<file path="config.mk">
export PLATFORM = sky130hd
export DESIGN_NAME = square_wave_channel_unit
export DESIGN_NICKNAME = d
export VERILOG_FILES = /design/src/hdl/swc_pkg.sv /design/src/hdl/swc_ctrl.sv /design/src/hdl/swc_datapath.sv /design/src/hdl/square_wave_channel_unit.sv
export VERILOG_INCLUDE_DIRS = /design/src /design/src/hdl
export SDC_FILE = /design/constraint.sdc
export NUM_CORES = 1
export LEC_CHECK = 0
export ABC_AREA = 1
export BUFFER_PORTS_ARGS = -buffer_cell sky130_fd_sc_hd__buf_2
export CAP_MARGIN = 20
export CORE_MARGIN = 2
export CORE_UTILIZATION = 31
export DETAILED_ROUTE_END_ITERATION = 10
export PLACE_DENSITY = 0.43
export SLEW_MARGIN = 20
export SYNTH_ARGS = -nofsm -noshare
export SYNTH_HDL_FRONTEND = slang
export SYNTH_HIERARCHICAL = 1
export SYNTH_SLANG_ARGS = --single-unit
</file>
<file path="constraint.sdc">
create_clock -name i_clk -period 4.1 [get_ports i_clk]
set_input_delay 0.205 -clock i_clk [delete_from_list [all_inputs] [get_ports i_clk]]
set_output_delay 0.205 -clock i_clk [all_outputs]
set_load 0.02 [all_outputs]
</file>
<file path="src/hdl/square_wave_channel_unit_defines.svh">
// Assertion macros shared by the square wave channel RTL.
// Depends on nothing; each module that checks itself includes this file.
`ifndef SQUARE_WAVE_CHANNEL_UNIT_DEFINES_SVH
`define SQUARE_WAVE_CHANNEL_UNIT_DEFINES_SVH
`ifndef SYNTHESIS
// Implication checked at every rising edge of i_clk, off while i_rst_n is low
`define SWC_ASSERT(lbl, prop, msg) \
    lbl: assert property (@(posedge i_clk) disable iff (!i_rst_n) (prop)) \
        else $error(msg);
// Condition that must never hold at a rising edge of i_clk
`define SWC_NEVER(lbl, cond, msg) \
    lbl: assert property (@(posedge i_clk) disable iff (!i_rst_n) !(cond)) \
        else $error(msg);
`else
`define SWC_ASSERT(lbl, prop, msg)
`define SWC_NEVER(lbl, cond, msg)
`endif
`endif

</file>
<file path="src/hdl/swc_pkg.sv">
// Shared types, codes and the duty table of the square wave channel.
// Used by swc_ctrl, swc_datapath and square_wave_channel_unit.
`timescale 1ns / 1ps

package swc_pkg;

    // Item kinds carried in the mode field
    localparam logic [2:0] MODE_ADVANCE      = 3'd0;
    localparam logic [2:0] MODE_TRIGGER      = 3'd1;
    localparam logic [2:0] MODE_LENGTH_TICK  = 3'd2;
    localparam logic [2:0] MODE_ENV_TICK     = 3'd3;
    localparam logic [2:0] MODE_SWEEP_TICK   = 3'd4;
    localparam logic [2:0] MODE_PERIOD_WRITE = 3'd5;
    localparam logic [2:0] MODE_LENGTH_WRITE = 3'd6;

    // Configuration register indexes
    localparam logic [2:0] REG_ENVELOPE     = 3'd0;
    localparam logic [2:0] REG_SWEEP        = 3'd1;
    localparam logic [2:0] REG_DUTY         = 3'd2;
    localparam logic [2:0] REG_LENGTH_EN    = 3'd3;
    localparam logic [2:0] REG_SWEEP_PRESENT = 3'd4;

    localparam int CFG_INDEX_W = 3;
    localparam int CFG_DATA_W  = 8;
    localparam int IN_DATA_W   = 32;
    localparam int IN_USER_W   = 3;
    localparam int OUT_DATA_W  = 8;

    localparam logic [6:0]  LENGTH_FULL = 7'd64;
    localparam logic [11:0] PERIOD_SPAN = 12'd2048;
    // Division of the cycle count by the step interval, one bit per cycle
    localparam int          DIV_W       = 14;
    localparam logic [3:0]  DIV_LAST_BIT = 4'(DIV_W - 1);

    // Duty patterns, bit i is step i
    localparam logic [7:0] DUTY_ROWS [4] = '{
        8'b1000_0000,
        8'b1000_0001,
        8'b1110_0001,
        8'b0111_1110
    };

    function automatic logic duty_bit(input logic [1:0] sel, input logic [2:0] pos);
        logic [7:0] row;
        row = DUTY_ROWS[sel];
        return row[pos];
    endfunction

    typedef enum logic [1:0] {
        ST_IDLE,
        ST_DECODE,
        ST_DIVIDE,
        ST_DONE
    } t_state;

    // Controller to datapath
    typedef struct packed {
        logic load_item;
        logic exec;
        logic div_step;
        logic out_load;
    } t_ctrl_cmd;

    // Datapath to controller
    typedef struct packed {
        logic is_advance;
        logic div_last;
    } t_ctrl_status;

endpackage

</file>
<file path="src/hdl/swc_ctrl.sv">
// Sequencer of the square wave channel: item intake, division steps, result hand-off.
// Depends on swc_pkg and square_wave_channel_unit_defines.svh.
`timescale 1ns / 1ps
`include "square_wave_channel_unit_defines.svh"

module swc_ctrl (
    input  logic                  i_clk,
    input  logic                  i_rst_n,
    input  logic                  i_in_valid,
    output logic                  o_in_ready,
    output logic                  o_out_valid,
    input  logic                  i_out_ready,
    output swc_pkg::t_ctrl_cmd    o_cmd,
    input  swc_pkg::t_ctrl_status i_status
);

    swc_pkg::t_state r_state;
    swc_pkg::t_state n_state;
    logic            r_out_valid;
    logic            n_out_valid;
    logic            out_free;

    assign out_free = !r_out_valid || i_out_ready;

    // Next state
    always_comb begin
        n_state = r_state;
        case (r_state)
            swc_pkg::ST_IDLE: begin
                if (i_in_valid) begin
                    n_state = swc_pkg::ST_DECODE;
                end
            end
            swc_pkg::ST_DECODE: begin
                n_state = i_status.is_advance ? swc_pkg::ST_DIVIDE : swc_pkg::ST_DONE;
            end
            swc_pkg::ST_DIVIDE: begin
                if (i_status.div_last) begin
                    n_state = swc_pkg::ST_DONE;
                end
            end
            swc_pkg::ST_DONE: begin
                if (out_free) begin
                    n_state = swc_pkg::ST_IDLE;
                end
            end
            default: begin
                n_state = swc_pkg::ST_IDLE;
            end
        endcase
    end

    // Commands
    always_comb begin
        o_cmd      = '0;
        o_in_ready = 1'b0;
        case (r_state)
            swc_pkg::ST_IDLE: begin
                o_in_ready      = 1'b1;
                o_cmd.load_item = i_in_valid;
            end
            swc_pkg::ST_DECODE: begin
                o_cmd.exec = 1'b1;
            end
            swc_pkg::ST_DIVIDE: begin
                o_cmd.div_step = 1'b1;
            end
            swc_pkg::ST_DONE: begin
                o_cmd.out_load = out_free;
            end
            default: begin
                o_cmd = '0;
            end
        endcase
    end

    // Hold the result flag until the item is taken
    always_comb begin
        if (o_cmd.out_load) begin
            n_out_valid = 1'b1;
        end else if (i_out_ready) begin
            n_out_valid = 1'b0;
        end else begin
            n_out_valid = r_out_valid;
        end
    end

    always_ff @(posedge i_clk) begin
        if (!i_rst_n) begin
            r_state     <= swc_pkg::ST_IDLE;
            r_out_valid <= 1'b0;
        end else begin
            r_state     <= n_state;
            r_out_valid <= n_out_valid;
        end
    end

    assign o_out_valid = r_out_valid;

    `SWC_ASSERT(a_accept_to_decode, i_in_valid && o_in_ready |=> r_state == swc_pkg::ST_DECODE,
        "accepted item did not start decoding")
    `SWC_ASSERT(a_div_exit, o_cmd.div_step && i_status.div_last |=> r_state == swc_pkg::ST_DONE,
        "division did not finish after its last bit")
    `SWC_ASSERT(a_one_result, o_cmd.out_load |=> r_out_valid && r_state == swc_pkg::ST_IDLE,
        "result load did not leave one pending result")

endmodule

</file>
<file path="src/hdl/swc_datapath.sv">
// Channel state, configuration registers, shift-subtract divider and result register.
// Depends on swc_pkg and square_wave_channel_unit_defines.svh.
`timescale 1ns / 1ps
`include "square_wave_channel_unit_defines.svh"

module swc_datapath (
    input  logic                                i_clk,
    input  logic                                i_rst_n,
    input  swc_pkg::t_ctrl_cmd                  i_cmd,
    output swc_pkg::t_ctrl_status               o_status,
    input  logic                                i_cfg_valid,
    input  logic [swc_pkg::CFG_INDEX_W-1:0]     i_cfg_index,
    input  logic [swc_pkg::CFG_DATA_W-1:0]      i_cfg_data,
    input  logic [swc_pkg::IN_USER_W-1:0]       i_item_user,  // mode
    input  logic [swc_pkg::IN_DATA_W-1:0]       i_item_data,  // cycles, period_value, length_value
    output logic [swc_pkg::OUT_DATA_W-1:0]      o_result      // sample, active
);

    // Configuration
    logic [7:0]  r_env_setup;
    logic [6:0]  r_sweep_setup;
    logic [1:0]  r_duty_sel;
    logic        r_length_en;
    logic        r_sweep_present;

    // Channel state
    logic [6:0]  r_length_left;
    logic [2:0]  r_env_count;
    logic [3:0]  r_volume;
    logic        r_dac_on;
    logic        r_chan_on;
    logic [10:0] r_shadow;
    logic [3:0]  r_sweep_count;
    logic        r_sweep_on;
    logic [10:0] r_period;
    logic [13:0] r_cycle_count;
    logic [2:0]  r_duty_pos;

    // Item being worked on
    logic [2:0]  r_mode;
    logic [7:0]  r_cycles;
    logic [10:0] r_period_in;
    logic [6:0]  r_length_in;

    // Divider
    logic [13:0] r_dividend;
    logic [13:0] r_rem;
    logic [13:0] r_divisor;
    logic [2:0]  r_quot;
    logic [3:0]  r_bit_cnt;

    logic [7:0]  r_result;

    // Field views of the configuration
    logic [2:0]  env_per;
    logic [2:0]  sweep_per;
    logic        sweep_neg;
    logic [2:0]  sweep_amt;
    logic [3:0]  sweep_reload;

    assign env_per      = r_env_setup[2:0];
    assign sweep_per    = r_sweep_setup[6:4];
    assign sweep_neg    = r_sweep_setup[3];
    assign sweep_amt    = r_sweep_setup[2:0];
    assign sweep_reload = (sweep_per != 3'd0) ? {1'b0, sweep_per} : 4'd8;

    // Sweep target: trigger checks the live period, sweep ticks use the shadow
    logic [10:0] sweep_base;
    logic [10:0] sweep_delta;
    logic [11:0] sweep_target;

    assign sweep_base   = (r_mode == swc_pkg::MODE_TRIGGER) ? r_period : r_shadow;
    assign sweep_delta  = sweep_base >> sweep_amt;
    assign sweep_target = sweep_neg ? ({1'b0, sweep_base} - {1'b0, sweep_delta})
                                    : ({1'b0, sweep_base} + {1'b0, sweep_delta});

    // Countdown helpers
    logic [2:0]  env_dec;
    logic [3:0]  sweep_dec;
    logic        trig_overflow;

    assign env_dec   = (r_env_count != 3'd0) ? r_env_count - 3'd1 : 3'd0;
    assign sweep_dec = (r_sweep_count != 4'd0) ? r_sweep_count - 4'd1 : 4'd0;
    assign trig_overflow = r_sweep_present && (sweep_amt != 3'd0) && !sweep_neg
                           && sweep_target[11];

    // Advance: new count and step interval for the divider
    logic [11:0] span;
    logic [13:0] interval;
    logic [13:0] count_sum;

    assign span      = swc_pkg::PERIOD_SPAN - {1'b0, r_period};
    assign interval  = {span, 2'b00};
    assign count_sum = r_cycle_count + {6'd0, r_cycles};

    // One restoring division step
    logic [13:0] trial;
    logic        trial_ge;
    logic [13:0] rem_next;
    logic [2:0]  quot_next;
    logic        div_last;

    assign trial     = {r_rem[12:0], r_dividend[13]};
    assign trial_ge  = trial >= r_divisor;
    assign rem_next  = trial_ge ? trial - r_divisor : trial;
    assign quot_next = {r_quot[1:0], trial_ge};
    assign div_last  = r_bit_cnt == 4'd0;

    assign o_status.is_advance = r_mode == swc_pkg::MODE_ADVANCE;
    assign o_status.div_last   = div_last;

    // Configuration writes, out-of-range indexes dropped
    always_ff @(posedge i_clk) begin
        if (!i_rst_n) begin
            r_env_setup     <= '0;
            r_sweep_setup   <= '0;
            r_duty_sel      <= '0;
            r_length_en     <= 1'b0;
            r_sweep_present <= 1'b0;
        end else if (i_cfg_valid) begin
            case (i_cfg_index)
                swc_pkg::REG_ENVELOPE:      r_env_setup     <= i_cfg_data;
                swc_pkg::REG_SWEEP:         r_sweep_setup   <= i_cfg_data[6:0];
                swc_pkg::REG_DUTY:          r_duty_sel      <= i_cfg_data[1:0];
                swc_pkg::REG_LENGTH_EN:     r_length_en     <= i_cfg_data[0];
                swc_pkg::REG_SWEEP_PRESENT: r_sweep_present <= i_cfg_data[0];
                default: begin
                end
            endcase
        end
    end

    // Capture the accepted item
    always_ff @(posedge i_clk) begin
        if (!i_rst_n) begin
            r_mode <= swc_pkg::MODE_ADVANCE;
        end else if (i_cmd.load_item) begin
            r_mode <= i_item_user;
        end
    end

    always_ff @(posedge i_clk) begin
        if (i_cmd.load_item) begin
            r_cycles    <= i_item_data[7:0];
            r_period_in <= i_item_data[18:8];
            r_length_in <= i_item_data[25:19];
        end
    end

    // Divider registers: load on every execute, shift one bit per step
    always_ff @(posedge i_clk) begin
        if (i_cmd.exec) begin
            r_dividend <= count_sum;
            r_rem      <= '0;
            r_divisor  <= interval;
            r_quot     <= '0;
            r_bit_cnt  <= swc_pkg::DIV_LAST_BIT;
        end else if (i_cmd.div_step) begin
            r_dividend <= {r_dividend[12:0], 1'b0};
            r_rem      <= rem_next;
            r_quot     <= quot_next;
            r_bit_cnt  <= r_bit_cnt - 4'd1;
        end
    end

    // Channel state update per item kind
    always_ff @(posedge i_clk) begin
        if (!i_rst_n) begin
            r_length_left <= '0;
            r_env_count   <= '0;
            r_volume      <= '0;
            r_dac_on      <= 1'b0;
            r_chan_on     <= 1'b0;
            r_shadow      <= '0;
            r_sweep_count <= '0;
            r_sweep_on    <= 1'b0;
            r_period      <= '0;
            r_cycle_count <= '0;
            r_duty_pos    <= '0;
        end else if (i_cmd.div_step) begin
            // Keep the remainder, advance by the quotient mod 8
            if (div_last) begin
                r_cycle_count <= rem_next;
                r_duty_pos    <= r_duty_pos + quot_next;
            end
        end else if (i_cmd.exec) begin
            case (r_mode)
                swc_pkg::MODE_TRIGGER: begin
                    if (r_length_left == 7'd0) begin
                        r_length_left <= swc_pkg::LENGTH_FULL;
                    end
                    r_env_count <= env_per;
                    r_volume    <= r_env_setup[7:4];
                    r_dac_on    <= |r_env_setup[7:3];
                    r_chan_on   <= (|r_env_setup[7:3]) && !trig_overflow;
                    if (r_sweep_present) begin
                        r_shadow      <= r_period;
                        r_sweep_count <= sweep_reload;
                        r_sweep_on    <= (sweep_per != 3'd0) || (sweep_amt != 3'd0);
                    end
                end
                swc_pkg::MODE_LENGTH_TICK: begin
                    if (r_length_en && r_length_left != 7'd0) begin
                        r_length_left <= r_length_left - 7'd1;
                        if (r_length_left == 7'd1) begin
                            r_chan_on <= 1'b0;
                        end
                    end
                end
                swc_pkg::MODE_ENV_TICK: begin
                    if (env_per != 3'd0) begin
                        if (env_dec == 3'd0) begin
                            r_env_count <= env_per;
                            if (r_env_setup[3]) begin
                                if (r_volume != 4'd15) begin
                                    r_volume <= r_volume + 4'd1;
                                end
                            end else if (r_volume != 4'd0) begin
                                r_volume <= r_volume - 4'd1;
                            end
                        end else begin
                            r_env_count <= env_dec;
                        end
                    end
                end
                swc_pkg::MODE_SWEEP_TICK: begin
                    if (r_sweep_present && r_sweep_on) begin
                        if (sweep_dec != 4'd0) begin
                            r_sweep_count <= sweep_dec;
                        end else begin
                            r_sweep_count <= sweep_reload;
                            if (sweep_per != 3'd0) begin
                                if (sweep_target[11]) begin
                                    r_chan_on <= 1'b0;
                                end else if (sweep_amt != 3'd0) begin
                                    r_shadow <= sweep_target[10:0];
                                    r_period <= sweep_target[10:0];
                                end
                            end
                        end
                    end
                end
                swc_pkg::MODE_PERIOD_WRITE: begin
                    r_period <= r_period_in;
                end
                swc_pkg::MODE_LENGTH_WRITE: begin
                    r_length_left <= (r_length_in > swc_pkg::LENGTH_FULL) ?
                                     swc_pkg::LENGTH_FULL : r_length_in;
                end
                default: begin
                    // Advance runs on the divider; the unused kind changes nothing
                end
            endcase
        end
    end

    // Result: signed level from the duty bit, zero when silent
    logic [4:0] vol_ext;
    logic [4:0] level;

    assign vol_ext = {1'b0, r_volume};

    always_comb begin
        if (r_chan_on && r_dac_on) begin
            level = swc_pkg::duty_bit(r_duty_sel, r_duty_pos) ? vol_ext : 5'd0 - vol_ext;
        end else begin
            level = 5'd0;
        end
    end

    always_ff @(posedge i_clk) begin
        if (i_cmd.out_load) begin
            r_result <= {2'b00, r_chan_on, level};
        end
    end

    assign o_result = r_result;

    `SWC_ASSERT(a_rem_below_interval, i_cmd.div_step && div_last |=> r_cycle_count < r_divisor,
        "cycle count left at or above the step interval")
    `SWC_NEVER(a_length_range, r_length_left > swc_pkg::LENGTH_FULL,
        "length counter above full scale")
    `SWC_ASSERT(a_period_source,
        i_cmd.exec && r_mode != swc_pkg::MODE_SWEEP_TICK
        && r_mode != swc_pkg::MODE_PERIOD_WRITE |=> $stable(r_period),
        "period changed by an item that does not write it")

endmodule

</file>
<file path="src/hdl/square_wave_channel_unit.sv">
// Top level of the square wave channel: stream ports, config port, controller and datapath.
// Depends on swc_pkg, swc_ctrl and swc_datapath.
//
//   Port group  Direction  Payload
//   s_axis      in         tuser: mode; tdata: cycles, period_value, length_value
//   m_axis      out        tdata: sample, active
//   cfg         in         i_cfg_index selects the register, i_cfg_data is written
//
// Every item gives one result. A non-advance item passes the controller through accept,
// execute and result load; an advance also runs the shift-subtract divider between
// execute and result load, which resolves one quotient bit per cycle over the 14-bit
// cycle count. Reset is synchronous and clears all channel state and configuration; no
// clearing pass. A waiting result sits in the output register while the next item is
// accepted; the controller holds its finished item only if that register is still full.
`timescale 1ns / 1ps

module square_wave_channel_unit (
    input  logic                              i_clk,
    input  logic                              i_rst_n,
    input  logic                              s_axis_tvalid,
    output logic                              s_axis_tready,
    input  logic [swc_pkg::IN_DATA_W-1:0]     s_axis_tdata,  // cycles[7:0], period_value[18:8],
                                                             // length_value[25:19], zero fill
    input  logic [swc_pkg::IN_USER_W-1:0]     s_axis_tuser,  // mode[2:0]
    output logic                              m_axis_tvalid,
    input  logic                              m_axis_tready,
    output logic [swc_pkg::OUT_DATA_W-1:0]    m_axis_tdata,  // sample[4:0], active[5], zero fill
    input  logic                              i_cfg_valid,
    output logic                              o_cfg_ready,
    input  logic [swc_pkg::CFG_INDEX_W-1:0]   i_cfg_index,
    input  logic [swc_pkg::CFG_DATA_W-1:0]    i_cfg_data
);

    swc_pkg::t_ctrl_cmd    cmd;
    swc_pkg::t_ctrl_status status;

    // Configuration is taken in any cycle
    assign o_cfg_ready = 1'b1;

    swc_ctrl u_ctrl (
        .i_clk       (i_clk),
        .i_rst_n     (i_rst_n),
        .i_in_valid  (s_axis_tvalid),
        .o_in_ready  (s_axis_tready),
        .o_out_valid (m_axis_tvalid),
        .i_out_ready (m_axis_tready),
        .o_cmd       (cmd),
        .i_status    (status)
    );

    swc_datapath u_datapath (
        .i_clk       (i_clk),
        .i_rst_n     (i_rst_n),
        .i_cmd       (cmd),
        .o_status    (status),
        .i_cfg_valid (i_cfg_valid),
        .i_cfg_index (i_cfg_index),
        .i_cfg_data  (i_cfg_data),
        .i_item_user (s_axis_tuser),
        .i_item_data (s_axis_tdata),
        .o_result    (m_axis_tdata)
    );

endmodule

</file>
==> metrics <==
outcome complete, no violations; Main synth FF type dfxtp_1; dpl cells 1780; FF-to-FF Start u_datapath/r_mode[2]; crit-path max FO 9; Top Ports 62; hold path endpoint u_datapath/r_sweep_setup[6]; Worst EP arrival 4.13 ns; initial antenna violation count 0; Worst-Margin Slew 1.03 ns; Clock H-tree levels 4; DR DRC count 0; Seq/Total Area, Yosys 0.390; final worst path period share 0.917; maximum root-to-sink buffer count 2; vias per inst 4.72; Peak Freq 266 MHz; Period minus WS final 3.76 ns; # setup viols final 0; power density cells 592 nW/µm²; largest net degree at the start of global routing 41; Avg Inst Size Synth 7.29 µm²; Final Max Tran Viols 0; Top Metal Used met4; metal2 WL 12800 µm; # diodes 0; Critical Path Start Type flip-flop; die width 182 µm; Pleak 5.23 nW; Detailed Route WL 27100 µm; drt wl/cell 14.7 µm; Rows 65; Req. time, crit path 4.47 ns; Worst VDD drop 293 µV; first-pass GRT wire length 43500 µm; die area 33100 µm²; r2r setup slk 0.34 ns; height of the die 182 µm; non-filler cells, final 1852; GPL Wtd Cong 0.823; Yosys cell types 51; dpl hpwl 20600 µm; Fin. Hold Viols 0; cells after synthesis 1344; DR pass1 iterations 5; core area 31300 µm²; WS Path Type reg -> reg; Crit. End Element flip-flop; Initial Utilization 0.313; R2R cell count 23; share of cells above drive strength 1 0.128; CTS tree yes; Max Cap Viol 0; yosys synthesis warning count 6; clk root buf clkbuf_16; clk_lat worst skew 0.44 ns; Final ANT Viol Nets 0; Post-synth EDFFs 58; number of global-route vias before repair 8381; GRT Util Overall 0.167; M1 WL 13200 µm; WHS Path Cells 3; via count 8734; initial DRC count 405; port bufs 52; CTS sink count 162; clock slew at reported path FFs 0.07 ns; area delta synth->final 17.7%; Inserted Clock Buffers 17; Post-Syn Area 9800 µm²; flops & latches, synth 162; relative slew slack 0.308; Worst R2R End u_datapath/r_shadow[5]; Hold Path Class in -> reg; share of flip-flops with an asynchronous set or reset 0; met3 wire length 693 µm; gr ovfl total 0; fin nets 1536; clk_skew 0.0232 ns; hold path startpoint i_cfg_data[6]; Finished Core Util 0.368
[final cells by class]
type / count / area (µm²)
inverter: 173 / 657
multi-input combinational: 971 / 5200
tap: 402 / 503
timing repair buffer: 112 / 788
clock inverter: 13 / 121
clock buffer: 19 / 443
fill: 3366 / 19800
sequential: 162 / 3830
[power breakdown]
group          leakage, nW  internal [mW]  switching, mW
Combinational         3.56           1.05           1.96
Sequential            1.39           2.07          0.173
Clock                0.282          0.863          0.713
Total                 5.23           3.99           2.84
[layer usage]
metal | vias up | global-route usage
li1 | 4608 | -
met1 | 4005 | 0.221
met2 | 102 | 0.280
met3 | 19 | 0.0281
met4 | 0 | 0.0481
met5 | - | 0
[logic make-up (layout without fill, tap and decap cells)]
| group | after synthesis | count (layout) | share of synthesized area |
|---|---|---|---|
| simple gates | 645 | 647 | 0.292 |
| compound gates | 227 | 227 | 0.124 |
| buf+inv | 214 | 317 | 0.0868 |
| flops | 162 | 162 | 0.390 |
| fa+ha+maj | 48 | 48 | 0.0643 |
| xor+xnor | 44 | 44 | 0.0393 |
| other cells | 2 | 3 | 0.000766 |
| mux | 2 | 2 | 0.00204 |
[flip-flops by register name (all words and copies together), names as in the netlist, 3 cells and up]
name	cells
u_datapath/r_cycle_count	14
u_datapath/r_dividend	14
u_datapath/r_rem	13
u_datapath/r_divisor	12
u_datapath/r_period	11
u_datapath/r_period_in	11
u_datapath/r_shadow	11
u_datapath/r_cycles	8
u_datapath/r_env_setup	8
u_datapath/r_length_in	7
u_datapath/r_length_left	7
u_datapath/r_sweep_setup	7
u_datapath/o_result	6
u_datapath/r_bit_cnt	4
u_datapath/r_sweep_count	4
u_datapath/r_volume	4
u_datapath/r_duty_pos	3
u_datapath/r_env_count	3
u_datapath/r_mode	3
[Yosys cell counts (3+ instances only)]
| library cell | instances | area [µm²] |
|---|---|---|
| dfxtp_1 | 104 | 2080 |
| nor3_1 | 25 | 125 |
| o21ai_1 | 7 | 35.0 |
| inv_1 | 156 | 586 |
| nand3b_1 | 15 | 113 |
| o22ai_1 | 8 | 50.1 |
| fa_1 | 4 | 80.1 |
| a221oi_1 | 3 | 26.3 |
| buf_4 | 5 | 37.5 |
| a31oi_1 | 12 | 75.1 |
| clkbuf_1 | 26 | 97.6 |
| xnor2_1 | 13 | 114 |
| a21oi_1 | 69 | 345 |
| nand4_1 | 9 | 56.3 |
| nand2_1 | 283 | 1060 |
| o21bai_1 | 3 | 22.5 |
| nand3_1 | 121 | 606 |
| xor2_1 | 31 | 272 |
| o21ai_0 | 112 | 561 |
| ha_1 | 44 | 551 |
| nand2_2 | 22 | 138 |
| nor2_1 | 148 | 556 |
| nand3_2 | 6 | 60.1 |
| edfxtp_1 | 58 | 1740 |
| buf_2 | 7 | 35.0 |
| inv_2 | 11 | 41.3 |
| clkinv_1 | 4 | 15.0 |
[repair_timing]
action	CTS	global route
hold buffers	26	0
buffers inserted	0	12
gates resized for setup	0	13
hold endpoints to repair	26	0
setup endpoints to repair	0	23
[worst max-delay path by stage]
stage          slack, ns                      to  depth (start not counted)                  from
2_1_floorplan       0.83  u_datapath/r_shadow[2]                         26  u_datapath/r_mode[0]
3_3_place_gp        0.13  u_datapath/r_shadow[3]                         23  u_datapath/r_mode[2]
3_5_place_dp        0.07  u_datapath/r_period[2]                         23  u_datapath/r_mode[2]
4_1_cts             0.06  u_datapath/r_shadow[7]                         23  u_datapath/r_mode[2]
5_1_grt            -0.04  u_datapath/r_shadow[7]                         23  u_datapath/r_mode[2]
6_report            0.34  u_datapath/r_shadow[5]                         23  u_datapath/r_mode[2]
[per-stage QoR]
step	area (µm²)	hold slack [ns]	TNS (ns)	setup slack [ns]	power (mW)
2_1_floorplan	9810	0.304	0	0.832	4.42
3_3_place_gp	10500	0.381	0	0.127	5.21
3_5_place_dp	10600	0.383	0	0.0717	5.23
4_1_cts	11400	0.00201	0	0.0561	6.87
5_1_grt	11500	0.00376	-0.136	-0.0444	7.45
6_report	11500	0.0236	0	0.339	6.83
[critical path, stage by stage (launching register included)]
cell and delay (ns):
dfxtp_2 0.35, inv_4 0.14, nand2_4 0.10, nor2_4 0.18
nand2_1 0.13, nand3_1 0.13, nand3_1 0.12, nand3_1 0.11
nand2_1 0.10, ha_2 0.21, a21oi_1 0.18, xor2_1 0.24
ha_1 0.28, inv_2 0.11, o21bai_1 0.10, nand3b_2 0.24
nand2_2 0.14, nand2_2 0.07, nand2_2 0.10, nand3_4 0.19
buf_4 0.21, nand3b_1 0.08, nand2_1 0.06, nor2_1 0.10
[cell usage in the layout, fill, tap and decap left out, drive strengths merged]
cell	count
fa	4
a221oi	3
o32ai	1
clkbuf	19
xnor2	13
clkinv	7
dlygate4sd3	26
xor2	31
a31o	1
o22ai	8
nor4	2
o21ai	119
o31ai	2
inv	177
nand3b	16
a32oi	2
nand4	9
nor3	25
a31oi	12
and2	1
a311oi	1
or4	1
mux2i	2
or2	2
nor2	153
edfxtp	58
bufinv	1
a21o	2
buf	86
a211oi	1
a21boi	2
dfxtp	104
clkinvlp	1
nor3b	1
a21oi	70
nand2	307
conb	3
o21bai	3
nand3	130
ha	44
Power figures use the tool's default switching activity.
